===== src/rtl/cdbrs_pkg.sv =====
// ----------------------------------------------------------------------------
// CD block read sequencer package
// Shared widths, codes, item types and the small BCD helper.
// ----------------------------------------------------------------------------
package cdbrs_pkg;

   // Field widths.
   localparam int REQ_TYPE_W     = 2;
   localparam int SECTOR_W       = 19;
   localparam int COUNT_W        = 16;
   localparam int ATTEMPT_W      = 17;
   localparam int RETRY_W        = 4;
   localparam int ACTION_W       = 3;
   localparam int EXC_W          = 3;
   localparam int MIN_BCD_W      = 8;
   localparam int SEC_BCD_W      = 7;
   localparam int FRAME_BCD_W    = 7;

   // Configuration port.
   localparam int CSR_INDEX_W    = 2;
   localparam int CSR_DATA_W     = ATTEMPT_W;

   // Register reset values.
   localparam logic [ATTEMPT_W-1:0] ATTEMPT_LIMIT_RESET = ATTEMPT_W'(99999);
   localparam logic [RETRY_W-1:0]   RETRY_LIMIT_RESET   = RETRY_W'(10);

   // Address conversion constants.
   localparam int LBA_W          = SECTOR_W + 1;
   localparam int LEAD_IN        = 150;
   localparam int SECTORS_PER_MIN = 4500;
   localparam int SECTORS_PER_SEC = 75;
   // Reciprocals, rounded down, so each estimate is low by at most one.
   localparam int RECIP_MIN      = 59652;
   localparam int RECIP_MIN_SH   = 28;
   localparam int RECIP_MIN_W    = 16;
   localparam int RECIP_SEC      = 873;
   localparam int RECIP_SEC_SH   = 16;
   localparam int RECIP_SEC_W    = 10;
   localparam int MIN_W          = 7;
   localparam int REM_W          = 13;
   localparam int SEC_W          = 6;
   localparam int FRAME_W        = 8;

   // FIFO depth for results.
   localparam int RSP_DEPTH      = 4;

   typedef enum logic [REQ_TYPE_W-1:0] {
      REQ_START      = 2'd0,
      REQ_CMD_POLL   = 2'd1,
      REQ_EVENT_POLL = 2'd2
   } req_kind_type;

   typedef enum logic [ACTION_W-1:0] {
      ACT_SEEK    = 3'd0,
      ACT_READ    = 3'd1,
      ACT_POLL    = 3'd2,
      ACT_OK      = 3'd3,
      ACT_FAIL    = 3'd4,
      ACT_IGNORED = 3'd5
   } action_type;

   typedef enum logic [EXC_W-1:0] {
      EXC_NONE         = 3'd0,
      EXC_SEEK_TIMEOUT = 3'd1,
      EXC_READ_FAIL    = 3'd2,
      EXC_RETRY        = 3'd3,
      EXC_END          = 3'd4
   } exc_type;

   typedef enum logic [CSR_INDEX_W-1:0] {
      CSR_ATTEMPT_LIMIT = 2'd0,
      CSR_RETRY_LIMIT   = 2'd1
   } csr_index_type;

   // One input item as it travels down the conversion pipeline.
   typedef struct packed {
      logic [REQ_TYPE_W-1:0] req_type;
      logic [SECTOR_W-1:0]   start_sector;
      logic [COUNT_W-1:0]    sector_count;
      logic                  cmd_accepted;
      logic                  event_done;
      logic                  event_error;
      logic                  event_end;
   } req_fields_type;

   // Item leaving the last conversion stage.
   typedef struct packed {
      req_fields_type        req;
      logic [MIN_BCD_W-1:0]  min_bcd;
      logic [REM_W-1:0]      rem;
      logic [SEC_W-1:0]      sec_est;
   } conv_item_type;

   // One result item.
   typedef struct packed {
      logic [ACTION_W-1:0]    action;
      logic [EXC_W-1:0]       exception_code;
      logic [MIN_BCD_W-1:0]   msf_minute_bcd;
      logic [SEC_BCD_W-1:0]   msf_second_bcd;
      logic [FRAME_BCD_W-1:0] msf_frame_bcd;
      logic [COUNT_W-1:0]     read_amount;
      logic                   last;
   } rsp_fields_type;

   // Results pushed by the sequencer core in one cycle.
   typedef struct packed {
      logic           valid;
      logic           two;
      rsp_fields_type first;
      rsp_fields_type second;
   } rsp_push_type;

   // Two BCD digits of a value below 128; the tens digit may exceed nine.
   function automatic logic [7:0] to_bcd(input logic [6:0] v);
      logic [14:0] prod;
      logic [3:0]  tens;
      logic [6:0]  ones;
      prod = 15'(v) * 15'(205);
      tens = prod[14:11];
      ones = v - 7'(7'(tens) * 7'(10));
      return {tens, ones[3:0]};
   endfunction

endpackage


===== src/rtl/cdbrs_req_if.sv =====
// ----------------------------------------------------------------------------
// Request channel interface
// Valid/ready channel carrying one request or poll item.
// ----------------------------------------------------------------------------
interface cdbrs_req_if
   import cdbrs_pkg::*;
();
   logic                  valid;
   logic                  ready;
   logic [REQ_TYPE_W-1:0] req_type;
   logic [SECTOR_W-1:0]   start_sector;
   logic [COUNT_W-1:0]    sector_count;
   logic                  cmd_accepted;
   logic                  event_done;
   logic                  event_error;
   logic                  event_end;

   modport source (
      output valid, req_type, start_sector, sector_count,
             cmd_accepted, event_done, event_error, event_end,
      input  ready
   );

   modport sink (
      input  valid, req_type, start_sector, sector_count,
             cmd_accepted, event_done, event_error, event_end,
      output ready
   );
endinterface


===== src/rtl/cdbrs_rsp_if.sv =====
// ----------------------------------------------------------------------------
// Result channel interface
// Valid/ready channel carrying one result item.
// ----------------------------------------------------------------------------
interface cdbrs_rsp_if
   import cdbrs_pkg::*;
();
   logic                   valid;
   logic                   ready;
   logic [ACTION_W-1:0]    action;
   logic [EXC_W-1:0]       exception_code;
   logic [MIN_BCD_W-1:0]   msf_minute_bcd;
   logic [SEC_BCD_W-1:0]   msf_second_bcd;
   logic [FRAME_BCD_W-1:0] msf_frame_bcd;
   logic [COUNT_W-1:0]     read_amount;
   logic                   last;

   modport source (
      output valid, action, exception_code, msf_minute_bcd, msf_second_bcd,
             msf_frame_bcd, read_amount, last,
      input  ready
   );

   modport sink (
      input  valid, action, exception_code, msf_minute_bcd, msf_second_bcd,
             msf_frame_bcd, read_amount, last,
      output ready
   );
endinterface


===== src/rtl/cdbrs_msf_pipe.sv =====
// ----------------------------------------------------------------------------
// Address conversion pipeline
// Registers each input item and works the sector address into minute,
// remainder and second estimate over three further stages.
// ----------------------------------------------------------------------------
module cdbrs_msf_pipe
   import cdbrs_pkg::*;
(
   input  logic          clock,
   input  logic          reset,
   cdbrs_req_if.sink     req_chan,
   output logic          out_valid,
   output conv_item_type out_item,
   input  logic          out_ready
);

   // Stage valid bits.
   logic a_valid_ff, a_valid_in;
   logic b_valid_ff, b_valid_in;
   logic c_valid_ff, c_valid_in;
   logic d_valid_ff, d_valid_in;

   // Stage payloads.
   req_fields_type     a_req_ff;
   req_fields_type     b_req_ff;
   logic [LBA_W-1:0]   b_lba_ff;
   logic [MIN_W-1:0]   b_min_est_ff;
   req_fields_type     c_req_ff;
   logic [MIN_W-1:0]   c_min_ff;
   logic [REM_W-1:0]   c_rem_ff;
   conv_item_type      d_item_ff;

   logic a_free, b_free, c_free, d_free;

   // Combinational stage results.
   req_fields_type                    in_req;
   logic [LBA_W-1:0]                  lba;
   logic [LBA_W+RECIP_MIN_W-1:0]      min_prod;
   logic [LBA_W-1:0]                  rem_est;
   logic [MIN_W-1:0]                  min_fix;
   logic [REM_W-1:0]                  rem_fix;
   logic [REM_W+RECIP_SEC_W-1:0]      sec_prod;

   // A stage is free when it is empty or its item moves on this cycle.
   assign d_free = !d_valid_ff || out_ready;
   assign c_free = !c_valid_ff || d_free;
   assign b_free = !b_valid_ff || c_free;
   assign a_free = !a_valid_ff || b_free;

   assign req_chan.ready = a_free;

   assign in_req.req_type     = req_chan.req_type;
   assign in_req.start_sector = req_chan.start_sector;
   assign in_req.sector_count = req_chan.sector_count;
   assign in_req.cmd_accepted = req_chan.cmd_accepted;
   assign in_req.event_done   = req_chan.event_done;
   assign in_req.event_error  = req_chan.event_error;
   assign in_req.event_end    = req_chan.event_end;

   assign a_valid_in = a_free ? req_chan.valid : a_valid_ff;
   assign b_valid_in = b_free ? a_valid_ff : b_valid_ff;
   assign c_valid_in = c_free ? b_valid_ff : c_valid_ff;
   assign d_valid_in = d_free ? c_valid_ff : d_valid_ff;

   // Lead-in added and the minute estimated by reciprocal multiplication.
   always_comb begin
      lba      = LBA_W'(a_req_ff.start_sector) + LBA_W'(LEAD_IN);
      min_prod = (LBA_W+RECIP_MIN_W)'(lba) * (LBA_W+RECIP_MIN_W)'(RECIP_MIN);
   end

   // Remainder within the minute, with the estimate corrected by one.
   always_comb begin
      rem_est = b_lba_ff - LBA_W'(LBA_W'(b_min_est_ff) * LBA_W'(SECTORS_PER_MIN));
      if (rem_est >= LBA_W'(SECTORS_PER_MIN)) begin
         min_fix = b_min_est_ff + MIN_W'(1);
         rem_fix = REM_W'(rem_est - LBA_W'(SECTORS_PER_MIN));
      end else begin
         min_fix = b_min_est_ff;
         rem_fix = REM_W'(rem_est);
      end
   end

   // Second estimated from the remainder.
   assign sec_prod = (REM_W+RECIP_SEC_W)'(c_rem_ff) * (REM_W+RECIP_SEC_W)'(RECIP_SEC);

   always_ff @(posedge clock) begin
      if (reset) begin
         a_valid_ff <= 1'b0;
         b_valid_ff <= 1'b0;
         c_valid_ff <= 1'b0;
         d_valid_ff <= 1'b0;
      end else begin
         a_valid_ff <= a_valid_in;
         b_valid_ff <= b_valid_in;
         c_valid_ff <= c_valid_in;
         d_valid_ff <= d_valid_in;
      end
   end

   // Payload registers load as their stage takes an item.
   always_ff @(posedge clock) begin
      if (a_free && req_chan.valid) begin
         a_req_ff <= in_req;
      end
      if (b_free && a_valid_ff) begin
         b_req_ff     <= a_req_ff;
         b_lba_ff     <= lba;
         b_min_est_ff <= min_prod[RECIP_MIN_SH+MIN_W-1:RECIP_MIN_SH];
      end
      if (c_free && b_valid_ff) begin
         c_req_ff <= b_req_ff;
         c_min_ff <= min_fix;
         c_rem_ff <= rem_fix;
      end
      if (d_free && c_valid_ff) begin
         d_item_ff.req     <= c_req_ff;
         d_item_ff.min_bcd <= to_bcd(c_min_ff);
         d_item_ff.rem     <= c_rem_ff;
         d_item_ff.sec_est <= sec_prod[RECIP_SEC_SH+SEC_W-1:RECIP_SEC_SH];
      end
   end

   assign out_valid = d_valid_ff;
   assign out_item  = d_item_ff;

endmodule


===== src/rtl/cdbrs_core.sv =====
// ----------------------------------------------------------------------------
// Sequencer core
// Holds the phase, counters, target address and registers, and turns each
// converted item into one or two result items.
// ----------------------------------------------------------------------------
module cdbrs_core
   import cdbrs_pkg::*;
(
   input  logic                   clock,
   input  logic                   reset,
   input  logic                   csr_wr_en,
   input  logic [CSR_INDEX_W-1:0] csr_index,
   input  logic [CSR_DATA_W-1:0]  csr_wdata,
   input  logic                   in_valid,
   input  conv_item_type          in_item,
   input  logic                   room,
   output rsp_push_type           push
);

   typedef enum logic [4:0] {
      PH_IDLE      = 5'b00001,
      PH_SEEK_CMD  = 5'b00010,
      PH_SEEK_WAIT = 5'b00100,
      PH_READ_CMD  = 5'b01000,
      PH_READ_WAIT = 5'b10000
   } phase_type;

   localparam int MSF_W = MIN_BCD_W + SEC_BCD_W + FRAME_BCD_W;

   phase_type              phase_ff, phase_in;
   logic [RETRY_W-1:0]     round_ff, round_in;
   logic [ATTEMPT_W-1:0]   attempts_ff, attempts_in;
   logic [MSF_W-1:0]       msf_ff, msf_in;
   logic [COUNT_W-1:0]     pending_ff, pending_in;
   logic [ATTEMPT_W-1:0]   attempt_limit_ff;
   logic [RETRY_W-1:0]     retry_limit_ff;

   logic                   take;
   logic [FRAME_W-1:0]     frame_est;
   logic [SEC_W-1:0]       sec_fix;
   logic [FRAME_W-1:0]     frame_fix;
   logic [MSF_W-1:0]       new_msf;
   logic [RETRY_W-1:0]     round_next;
   rsp_fields_type         r0, r1;
   logic                   two;

   assign take = in_valid && room;

   // Last step of the conversion: frame from the second estimate.
   always_comb begin
      frame_est = FRAME_W'(in_item.rem - REM_W'(REM_W'(in_item.sec_est) *
                                                 REM_W'(SECTORS_PER_SEC)));
      if (frame_est >= FRAME_W'(SECTORS_PER_SEC)) begin
         sec_fix   = in_item.sec_est + SEC_W'(1);
         frame_fix = frame_est - FRAME_W'(SECTORS_PER_SEC);
      end else begin
         sec_fix   = in_item.sec_est;
         frame_fix = frame_est;
      end
      new_msf = {in_item.min_bcd,
                 SEC_BCD_W'(to_bcd(7'(sec_fix))),
                 FRAME_BCD_W'(to_bcd(frame_fix[6:0]))};
   end

   assign round_next = round_ff + RETRY_W'(1);

   // Phase update and result selection.
   always_comb begin
      phase_in    = phase_ff;
      round_in    = round_ff;
      attempts_in = attempts_ff;
      msf_in      = msf_ff;
      pending_in  = pending_ff;
      two         = 1'b0;
      r0          = '0;
      r0.action   = ACT_IGNORED;
      r0.last     = 1'b1;
      r1          = '0;
      r1.last     = 1'b1;

      case (req_kind_type'(in_item.req.req_type))
         REQ_START: begin
            msf_in      = new_msf;
            pending_in  = in_item.req.sector_count;
            round_in    = '0;
            attempts_in = attempt_limit_ff;
            phase_in    = PH_SEEK_CMD;
            r0.action   = ACT_SEEK;
            {r0.msf_minute_bcd, r0.msf_second_bcd, r0.msf_frame_bcd} = new_msf;
         end
         REQ_CMD_POLL: begin
            if (phase_ff inside {PH_SEEK_CMD, PH_READ_CMD}) begin
               if (in_item.req.cmd_accepted) begin
                  phase_in  = (phase_ff == PH_SEEK_CMD) ? PH_SEEK_WAIT : PH_READ_WAIT;
                  r0.action = ACT_POLL;
               end else if (attempts_ff <= ATTEMPT_W'(1)) begin
                  attempts_in       = '0;
                  phase_in          = PH_IDLE;
                  r0.action         = ACT_FAIL;
                  r0.exception_code = (phase_ff == PH_SEEK_CMD) ? EXC_SEEK_TIMEOUT
                                                                : EXC_READ_FAIL;
               end else begin
                  attempts_in = attempts_ff - ATTEMPT_W'(1);
                  r0.action   = ACT_POLL;
               end
            end
         end
         REQ_EVENT_POLL: begin
            if (phase_ff == PH_SEEK_WAIT) begin
               if (in_item.req.event_done) begin
                  attempts_in    = attempt_limit_ff;
                  phase_in       = PH_READ_CMD;
                  r0.action      = ACT_READ;
                  r0.read_amount = pending_ff;
               end else if (in_item.req.event_error) begin
                  phase_in          = PH_IDLE;
                  r0.action         = ACT_FAIL;
                  r0.exception_code = EXC_READ_FAIL;
               end else begin
                  r0.action = ACT_POLL;
               end
            end else if (phase_ff == PH_READ_WAIT) begin
               if (in_item.req.event_done) begin
                  phase_in       = PH_IDLE;
                  r0.action      = ACT_OK;
                  r0.read_amount = pending_ff;
               end else if (in_item.req.event_error) begin
                  // Read error: report the retry, then reseek or give up.
                  two               = 1'b1;
                  r0.action         = ACT_POLL;
                  r0.exception_code = EXC_RETRY;
                  r0.last           = 1'b0;
                  round_in          = round_next;
                  if (round_next >= retry_limit_ff) begin
                     phase_in          = PH_IDLE;
                     r1.action         = ACT_FAIL;
                     r1.exception_code = EXC_READ_FAIL;
                  end else begin
                     attempts_in = attempt_limit_ff;
                     phase_in    = PH_SEEK_CMD;
                     r1.action   = ACT_SEEK;
                     {r1.msf_minute_bcd, r1.msf_second_bcd, r1.msf_frame_bcd} = msf_ff;
                  end
               end else if (in_item.req.event_end) begin
                  phase_in          = PH_IDLE;
                  r0.action         = ACT_FAIL;
                  r0.exception_code = EXC_END;
               end else begin
                  r0.action = ACT_POLL;
               end
            end
         end
         default: begin
            r0.action = ACT_IGNORED;
         end
      endcase
   end

   assign push.valid  = take;
   assign push.two    = two;
   assign push.first  = r0;
   assign push.second = r1;

   // Sequencer state.
   always_ff @(posedge clock) begin
      if (reset) begin
         phase_ff    <= PH_IDLE;
         round_ff    <= '0;
         attempts_ff <= '0;
         msf_ff      <= '0;
         pending_ff  <= '0;
      end else if (take) begin
         phase_ff    <= phase_in;
         round_ff    <= round_in;
         attempts_ff <= attempts_in;
         msf_ff      <= msf_in;
         pending_ff  <= pending_in;
      end
   end

   // Configuration registers; writes to unknown indexes are dropped.
   always_ff @(posedge clock) begin
      if (reset) begin
         attempt_limit_ff <= ATTEMPT_LIMIT_RESET;
         retry_limit_ff   <= RETRY_LIMIT_RESET;
      end else if (csr_wr_en) begin
         case (csr_index_type'(csr_index))
            CSR_ATTEMPT_LIMIT: attempt_limit_ff <= csr_wdata;
            CSR_RETRY_LIMIT:   retry_limit_ff   <= csr_wdata[RETRY_W-1:0];
            default: begin
            end
         endcase
      end
   end

endmodule


===== src/rtl/cdbrs_rsp_fifo.sv =====
// ----------------------------------------------------------------------------
// Result FIFO
// Small queue that takes one or two result items a cycle and hands one item
// a cycle to the result channel while the receiver is ready.
// ----------------------------------------------------------------------------
module cdbrs_rsp_fifo
   import cdbrs_pkg::*;
#(
   parameter int DEPTH = RSP_DEPTH
)(
   input  logic         clock,
   input  logic         reset,
   input  rsp_push_type push,
   output logic         room,
   cdbrs_rsp_if.source  rsp_chan
);

   localparam int PTR_W = $clog2(DEPTH);
   localparam int CNT_W = $clog2(DEPTH + 1);

   rsp_fields_type     entry_ff [DEPTH];
   logic [PTR_W-1:0]   wr_ptr_ff, wr_ptr_in;
   logic [PTR_W-1:0]   rd_ptr_ff, rd_ptr_in;
   logic [CNT_W-1:0]   count_ff, count_in;
   logic [PTR_W-1:0]   wr_next;
   logic [CNT_W-1:0]   n_push;
   logic               pop;
   rsp_fields_type     head;

   // Space for two items is needed before the core may take an item.
   assign room    = count_ff <= CNT_W'(DEPTH - 2);
   assign pop     = rsp_chan.valid && rsp_chan.ready;
   assign wr_next = PTR_W'((CNT_W'(wr_ptr_ff) + CNT_W'(1)) % CNT_W'(DEPTH));
   assign n_push  = push.valid ? (push.two ? CNT_W'(2) : CNT_W'(1)) : CNT_W'(0);

   always_comb begin
      wr_ptr_in = PTR_W'((CNT_W'(wr_ptr_ff) + n_push) % CNT_W'(DEPTH));
      rd_ptr_in = pop ? PTR_W'((CNT_W'(rd_ptr_ff) + CNT_W'(1)) % CNT_W'(DEPTH))
                      : rd_ptr_ff;
      count_in  = count_ff + n_push - (pop ? CNT_W'(1) : CNT_W'(0));
   end

   always_ff @(posedge clock) begin
      if (reset) begin
         wr_ptr_ff <= '0;
         rd_ptr_ff <= '0;
         count_ff  <= '0;
      end else begin
         wr_ptr_ff <= wr_ptr_in;
         rd_ptr_ff <= rd_ptr_in;
         count_ff  <= count_in;
      end
   end

   // Entry storage.
   always_ff @(posedge clock) begin
      if (push.valid) begin
         entry_ff[wr_ptr_ff] <= push.first;
         if (push.two) begin
            entry_ff[wr_next] <= push.second;
         end
      end
   end

   assign head = entry_ff[rd_ptr_ff];

   assign rsp_chan.valid          = count_ff != '0;
   assign rsp_chan.action         = head.action;
   assign rsp_chan.exception_code = head.exception_code;
   assign rsp_chan.msf_minute_bcd = head.msf_minute_bcd;
   assign rsp_chan.msf_second_bcd = head.msf_second_bcd;
   assign rsp_chan.msf_frame_bcd  = head.msf_frame_bcd;
   assign rsp_chan.read_amount    = head.read_amount;
   assign rsp_chan.last           = head.last;

endmodule


===== src/rtl/cd_block_read_sequencer.sv =====
// ----------------------------------------------------------------------------
// CD block read sequencer
// Turns read requests and drive polls into seek, read and completion actions.
// ----------------------------------------------------------------------------
// Usage:
// Items arrive on req_chan (valid/ready). A start request carries a logical
// sector and a sector count; command and event polls report the drive's
// answers. Each item produces one result on rsp_chan, or two when a read
// error is reported while reading (the first has last low).
// csr_wr_en with csr_index writes attempt_limit (0) or retry_limit (1); write
// only while no item is in flight.
// A result enters the result queue once its item has passed the four-stage
// address conversion pipeline ahead of the sequencer core.
// Throughput: one item per cycle while the queue has room; the result
// channel moves one result a cycle while the receiver is ready.
// When the receiver stalls, results collect in a four-entry queue and the
// core stops taking converted items once fewer than two entries are free.
// Reset clears the pipeline and queue, returns the sequencer to idle and
// loads the register defaults (attempt_limit 99999, retry_limit 10).
// ----------------------------------------------------------------------------
module cd_block_read_sequencer
   import cdbrs_pkg::*;
#(
   parameter int RSP_FIFO_DEPTH = RSP_DEPTH
)(
   input  logic                   clock,
   input  logic                   reset,
   cdbrs_req_if.sink              req_chan,
   cdbrs_rsp_if.source            rsp_chan,
   input  logic                   csr_wr_en,
   input  logic [CSR_INDEX_W-1:0] csr_index,
   input  logic [CSR_DATA_W-1:0]  csr_wdata
);

   logic          conv_valid;
   conv_item_type conv_item;
   logic          room;
   rsp_push_type  push;

   // Address conversion stages.
   cdbrs_msf_pipe u_pipe (
      .clock     (clock),
      .reset     (reset),
      .req_chan  (req_chan),
      .out_valid (conv_valid),
      .out_item  (conv_item),
      .out_ready (room)
   );

   // Phase and counters.
   cdbrs_core u_core (
      .clock     (clock),
      .reset     (reset),
      .csr_wr_en (csr_wr_en),
      .csr_index (csr_index),
      .csr_wdata (csr_wdata),
      .in_valid  (conv_valid),
      .in_item   (conv_item),
      .room      (room),
      .push      (push)
   );

   // Result queue.
   cdbrs_rsp_fifo #(
      .DEPTH (RSP_FIFO_DEPTH)
   ) u_fifo (
      .clock    (clock),
      .reset    (reset),
      .push     (push),
      .room     (room),
      .rsp_chan (rsp_chan)
   );

endmodule

===== src/flat_wrapper.sv =====
// flat-port wrapper written by rule: the top's interface ports become plain ports
module cd_block_read_sequencer_flat import cdbrs_pkg::*;
#(
   parameter int RSP_FIFO_DEPTH = RSP_DEPTH
)
  (clock, reset, csr_wr_en, csr_index, csr_wdata, req_chan_valid, req_chan_req_type, req_chan_start_sector, req_chan_sector_count, req_chan_cmd_accepted, req_chan_event_done, req_chan_event_error, req_chan_event_end, req_chan_ready, rsp_chan_valid, rsp_chan_action, rsp_chan_exception_code, rsp_chan_msf_minute_bcd, rsp_chan_msf_second_bcd, rsp_chan_msf_frame_bcd, rsp_chan_read_amount, rsp_chan_last, rsp_chan_ready);
  cdbrs_req_if req_chan_i ();
  cdbrs_rsp_if rsp_chan_i ();
  input  logic clock;
  input  logic reset;
  input  logic csr_wr_en;
  input  logic [CSR_INDEX_W-1:0] csr_index;
  input  logic [CSR_DATA_W-1:0] csr_wdata;
  input wire logic [$bits(req_chan_i.valid)-1:0] req_chan_valid;
  input wire logic [$bits(req_chan_i.req_type)-1:0] req_chan_req_type;
  input wire logic [$bits(req_chan_i.start_sector)-1:0] req_chan_start_sector;
  input wire logic [$bits(req_chan_i.sector_count)-1:0] req_chan_sector_count;
  input wire logic [$bits(req_chan_i.cmd_accepted)-1:0] req_chan_cmd_accepted;
  input wire logic [$bits(req_chan_i.event_done)-1:0] req_chan_event_done;
  input wire logic [$bits(req_chan_i.event_error)-1:0] req_chan_event_error;
  input wire logic [$bits(req_chan_i.event_end)-1:0] req_chan_event_end;
  output wire logic [$bits(req_chan_i.ready)-1:0] req_chan_ready;
  output wire logic [$bits(rsp_chan_i.valid)-1:0] rsp_chan_valid;
  output wire logic [$bits(rsp_chan_i.action)-1:0] rsp_chan_action;
  output wire logic [$bits(rsp_chan_i.exception_code)-1:0] rsp_chan_exception_code;
  output wire logic [$bits(rsp_chan_i.msf_minute_bcd)-1:0] rsp_chan_msf_minute_bcd;
  output wire logic [$bits(rsp_chan_i.msf_second_bcd)-1:0] rsp_chan_msf_second_bcd;
  output wire logic [$bits(rsp_chan_i.msf_frame_bcd)-1:0] rsp_chan_msf_frame_bcd;
  output wire logic [$bits(rsp_chan_i.read_amount)-1:0] rsp_chan_read_amount;
  output wire logic [$bits(rsp_chan_i.last)-1:0] rsp_chan_last;
  input wire logic [$bits(rsp_chan_i.ready)-1:0] rsp_chan_ready;
  assign req_chan_i.valid = req_chan_valid;
  assign req_chan_i.req_type = req_chan_req_type;
  assign req_chan_i.start_sector = req_chan_start_sector;
  assign req_chan_i.sector_count = req_chan_sector_count;
  assign req_chan_i.cmd_accepted = req_chan_cmd_accepted;
  assign req_chan_i.event_done = req_chan_event_done;
  assign req_chan_i.event_error = req_chan_event_error;
  assign req_chan_i.event_end = req_chan_event_end;
  assign req_chan_ready = req_chan_i.ready;
  assign rsp_chan_valid = rsp_chan_i.valid;
  assign rsp_chan_action = rsp_chan_i.action;
  assign rsp_chan_exception_code = rsp_chan_i.exception_code;
  assign rsp_chan_msf_minute_bcd = rsp_chan_i.msf_minute_bcd;
  assign rsp_chan_msf_second_bcd = rsp_chan_i.msf_second_bcd;
  assign rsp_chan_msf_frame_bcd = rsp_chan_i.msf_frame_bcd;
  assign rsp_chan_read_amount = rsp_chan_i.read_amount;
  assign rsp_chan_last = rsp_chan_i.last;
  assign rsp_chan_i.ready = rsp_chan_ready;
  cd_block_read_sequencer #(.RSP_FIFO_DEPTH(RSP_FIFO_DEPTH)) u_core (.clock(clock), .reset(reset), .req_chan(req_chan_i), .rsp_chan(rsp_chan_i), .csr_wr_en(csr_wr_en), .csr_index(csr_index), .csr_wdata(csr_wdata));
endmodule

===== config.mk =====
export PLATFORM = sky130hd
export DESIGN_NAME = cd_block_read_sequencer_flat
export DESIGN_NICKNAME = d
export VERILOG_FILES = /design/src/rtl/cdbrs_pkg.sv /design/src/rtl/cdbrs_req_if.sv /design/src/rtl/cdbrs_rsp_if.sv /design/src/rtl/cdbrs_msf_pipe.sv /design/src/rtl/cdbrs_core.sv /design/src/rtl/cdbrs_rsp_fifo.sv /design/src/rtl/cd_block_read_sequencer.sv /design/src/flat_wrapper.sv
export SDC_FILE = /design/constraint.sdc
export NUM_CORES = 1
export LEC_CHECK = 0
export BUFFER_PORTS_ARGS = -buffer_cell sky130_fd_sc_hd__buf_2
export CAP_MARGIN = 30
export CORE_ASPECT_RATIO = 2
export CORE_MARGIN = 2
export CORE_UTILIZATION = 50
export CTS_CLUSTER_SIZE = 24
export DETAILED_ROUTE_END_ITERATION = 16
export HOLD_SLACK_MARGIN = 0.1
export PLACE_DENSITY = 0.68
export SLEW_MARGIN = 20
export SYNTH_ARGS = -nofsm -noshare
export SYNTH_HDL_FRONTEND = slang
export SYNTH_SLANG_ARGS = --single-unit

===== constraint.sdc =====
create_clock -name clock -period 14.6 [get_ports clock]
set_input_delay 2.19 -clock clock [delete_from_list [all_inputs] [get_ports clock]]
set_output_delay 2.19 -clock clock [all_outputs]
set_load 0.02 [all_outputs]

==> impl_metrics.env <==
export IMPL_drive_gt1_frac=0.117
export IMPL_die_height_um=343
export IMPL_synth_flop_cell="edfxtp_1"
export IMPL_path_clk_slew_ns=0.06
export IMPL_num_nets_final=3252
export IMPL_rsz0062_at_grt="false"
export IMPL_status="finished clean"
export IMPL_cts_repair_resized=0
export IMPL_cp_data_required_time_ns=15.01
export IMPL_grt_pass1_vias=21200
export IMPL_drt_pass1_iterations=6
export IMPL_ys_async_sr_fraction=0
export IMPL_clockBufferDepth=3
export IMPL_grt_max_degree=57
export IMPL_synthTopCellsByCount="ha_1 (351), inv_1 (299), edfxtp_1 (272), nand2_1 (220), dfxtp_1 (182)"
export IMPL_port_buffers=111
export IMPL_maxCapViolCount=0
export IMPL_syn_cell_area_um2=28700
export IMPL_fmax_mhz=101
export IMPL_finalSetupViolations=0
export IMPL_synthCells=2599
export IMPL_hold_path_class="flip-flop to flip-flop"
export IMPL_die_w_um=173
export IMPL_core_area_um2=56900
export IMPL_root_buffer="clkbuf_16"
export IMPL_antenna_found_initial=0
export IMPL_worstMarginPinSlew_ns=1.10
export IMPL_ant_nets=0
export IMPL_post_cts_buffers=0
export IMPL_startpoint_type="flip-flop"
export IMPL_cpPeakStageDelay_ns=0.67
export IMPL_cts_buffers=42
export IMPL_maxSlewHeadroom=0.264
export IMPL_synth_fp_nets=3145
export IMPL_synth_seq_area_share=0.412
export IMPL_finalHoldViolations=0
export IMPL_totalWireLength_um=66600
export IMPL_htreeDepth=2
export IMPL_cp_top_family="adder cells"
export IMPL_grt_usage=0.226
export IMPL_rows=124
export IMPL_synth_area_leaders="edfxtp_1 (28%), ha_1 (15%), dfxtp_1 (13%)"
export IMPL_ys_ff_latch=454
export IMPL_drv_slew=0
export IMPL_criticalPathCategory="flip-flop to flip-flop"
export IMPL_cts_sinks=454
export IMPL_cp_end_kind="flip-flop"
export IMPL_drtIter0Drc=1309
export IMPL_min_period_ns=9.94
export IMPL_cp_common_cell="inv_1"
export IMPL_hold_buffers=0
export IMPL_synthToLayoutAreaGrowth_pct=10.6
export IMPL_routabilityCongestion=0.905
export IMPL_grt_pass1_wl_um=107000
export IMPL_synth_cell_types=82
export IMPL_io_pins=112
export IMPL_synth_avg_cell_area_um2=11.0
export IMPL_cp_slowest_cell="a2111oi_0"
export IMPL_die_area_um2=59400
export IMPL_hpwl_um=51300
export IMPL_crit_buf_inv=7
export IMPL_cp_max_fo=7
export IMPL_grt_overflow_total=0
export IMPL_drcViolationCount=0
export IMPL_initial_core_util=0.504
export IMPL_n_antenna_cell=0
export IMPL_vias=20000
export IMPL_synth_edff_count=272
export IMPL_synth_top_area_cell="edfxtp_1"
export IMPL_arrival_ns=10.35
export IMPL_final_setup_skew_ns=0.0174
export IMPL_avgRoutedWirePerCell_um=19.1
export IMPL_synth_top_area_frac=0.285
export IMPL_yosysWarnings=0
export IMPL_finalSetupTns_ns=0
export IMPL_synth_most_common_cell="ha_1"
export IMPL_timing_final_crit_share=0.681
export IMPL_cts_tree="done"
export IMPL_routed_via_density=5.73
export IMPL_insertion_delay_ns=0.56
-- cells in the final DEF (no fill, tap or decap), types with 16 or more instances in the layout --
master,Yosys,layout
ha_1,351,350
inv_1,299,299
edfxtp_1,272,272
nand2_1,220,220
dfxtp_1,182,180
o21ai_0,153,153
fa_1,130,130
nand3_1,119,119
buf_2,0,111
nor2_1,101,97
a21oi_1,96,96
xnor2_1,81,81
mux4_2,45,45
xor2_1,44,44
a32o_1,44,44
clkbuf_16,0,42
buf_4,0,42
a21o_1,27,27
nor3_1,24,23
o22ai_1,18,18
nand2b_1,16,16
-- worst paths after layout --
path                            depth (start not counted)                            startpoint  slack (ns)                                       to
worst max-delay path                                   36   u_core.u_pipe.out_item[3]$_DFFE_PP_        4.66  u_core.u_fifo.entry_ff[0][20]$_DFFE_PP_
worst min-delay path                                    0  u_core.u_pipe.b_req_ff[17]$_DFFE_PP_        0.42     u_core.u_pipe.c_req_ff[17]$_DFFE_PP_
worst max register to register                         36   u_core.u_pipe.out_item[3]$_DFFE_PP_        4.66  u_core.u_fifo.entry_ff[0][20]$_DFFE_PP_
worst min register to register                          0  u_core.u_pipe.b_req_ff[17]$_DFFE_PP_        0.42     u_core.u_pipe.c_req_ff[17]$_DFFE_PP_
-- per-stage QoR --
stage                     utilization  setup WS (ns)  instance area [µm²]  hold WS (ns)  std cells
final                           0.557           4.66                31700         0.420       3495
after global routing            0.557           4.07                31700         0.416       3495
after CTS                       0.557           4.60                31700         0.421       3494
after detailed placement        0.532           4.62                30300         0.405       3417
after global placement          0.530           4.99                30200         0.404       3411
after floorplan                     -           6.03                28700         0.400       2599
-- state kept, by name, summed over array words and instances (netlist names), 20 cells and up, named ones only --
register / cells
u_core.u_pipe.a_req_ff: 41
u_core.u_pipe.b_req_ff: 22
u_core.u_fifo.entry_ff: 180
u_core.u_pipe.out_item: 44
u_core.u_pipe.c_req_ff: 22
u_core.u_pipe.b_lba_ff: 20
u_core.u_core.msf_ff: 22
-- cell families after synthesis --
kind of cell,count (synthesis),share of synthesized area
XOR/XNOR,131,0.0424
multiplexers,55,0.0390
buffers and inverters,395,0.0517
flip-flops,454,0.412
AND/OR/NAND/NOR,600,0.0995
adder cells (fa/ha/maj),481,0.244
AO/OA/AOI/OAI,483,0.112
-- layout make-up --
type,count,area (µm²)
flip-flops and latches,454,11800
multi-input cells,1750,15500
fillers,4837,25200
clock buffers,48,1090
repair buffers,159,951
clock inverters,29,323
well taps,756,946
inverters,299,1120
-- metal layers --
| metal | part of all wire | GRT usage | vias to the layer above | wire (µm) |
|---|---|---|---|---|
| li1 | - | - | 9477 | - |
| met1 | 0.34 | 0.226 | 9803 | 22700 |
| met5 | 0 | 0 | - | 0 |
| met3 | 0.042 | 0.0266 | 172 | 2820 |
| met2 | 0.57 | 0.455 | 571 | 37900 |
| met4 | 0.048 | 0.108 | 0 | 3220 |
Power is left out: the tool's default activity adds up to more than one toggle a clock period on the data nets, which glitch-free logic cannot reach.
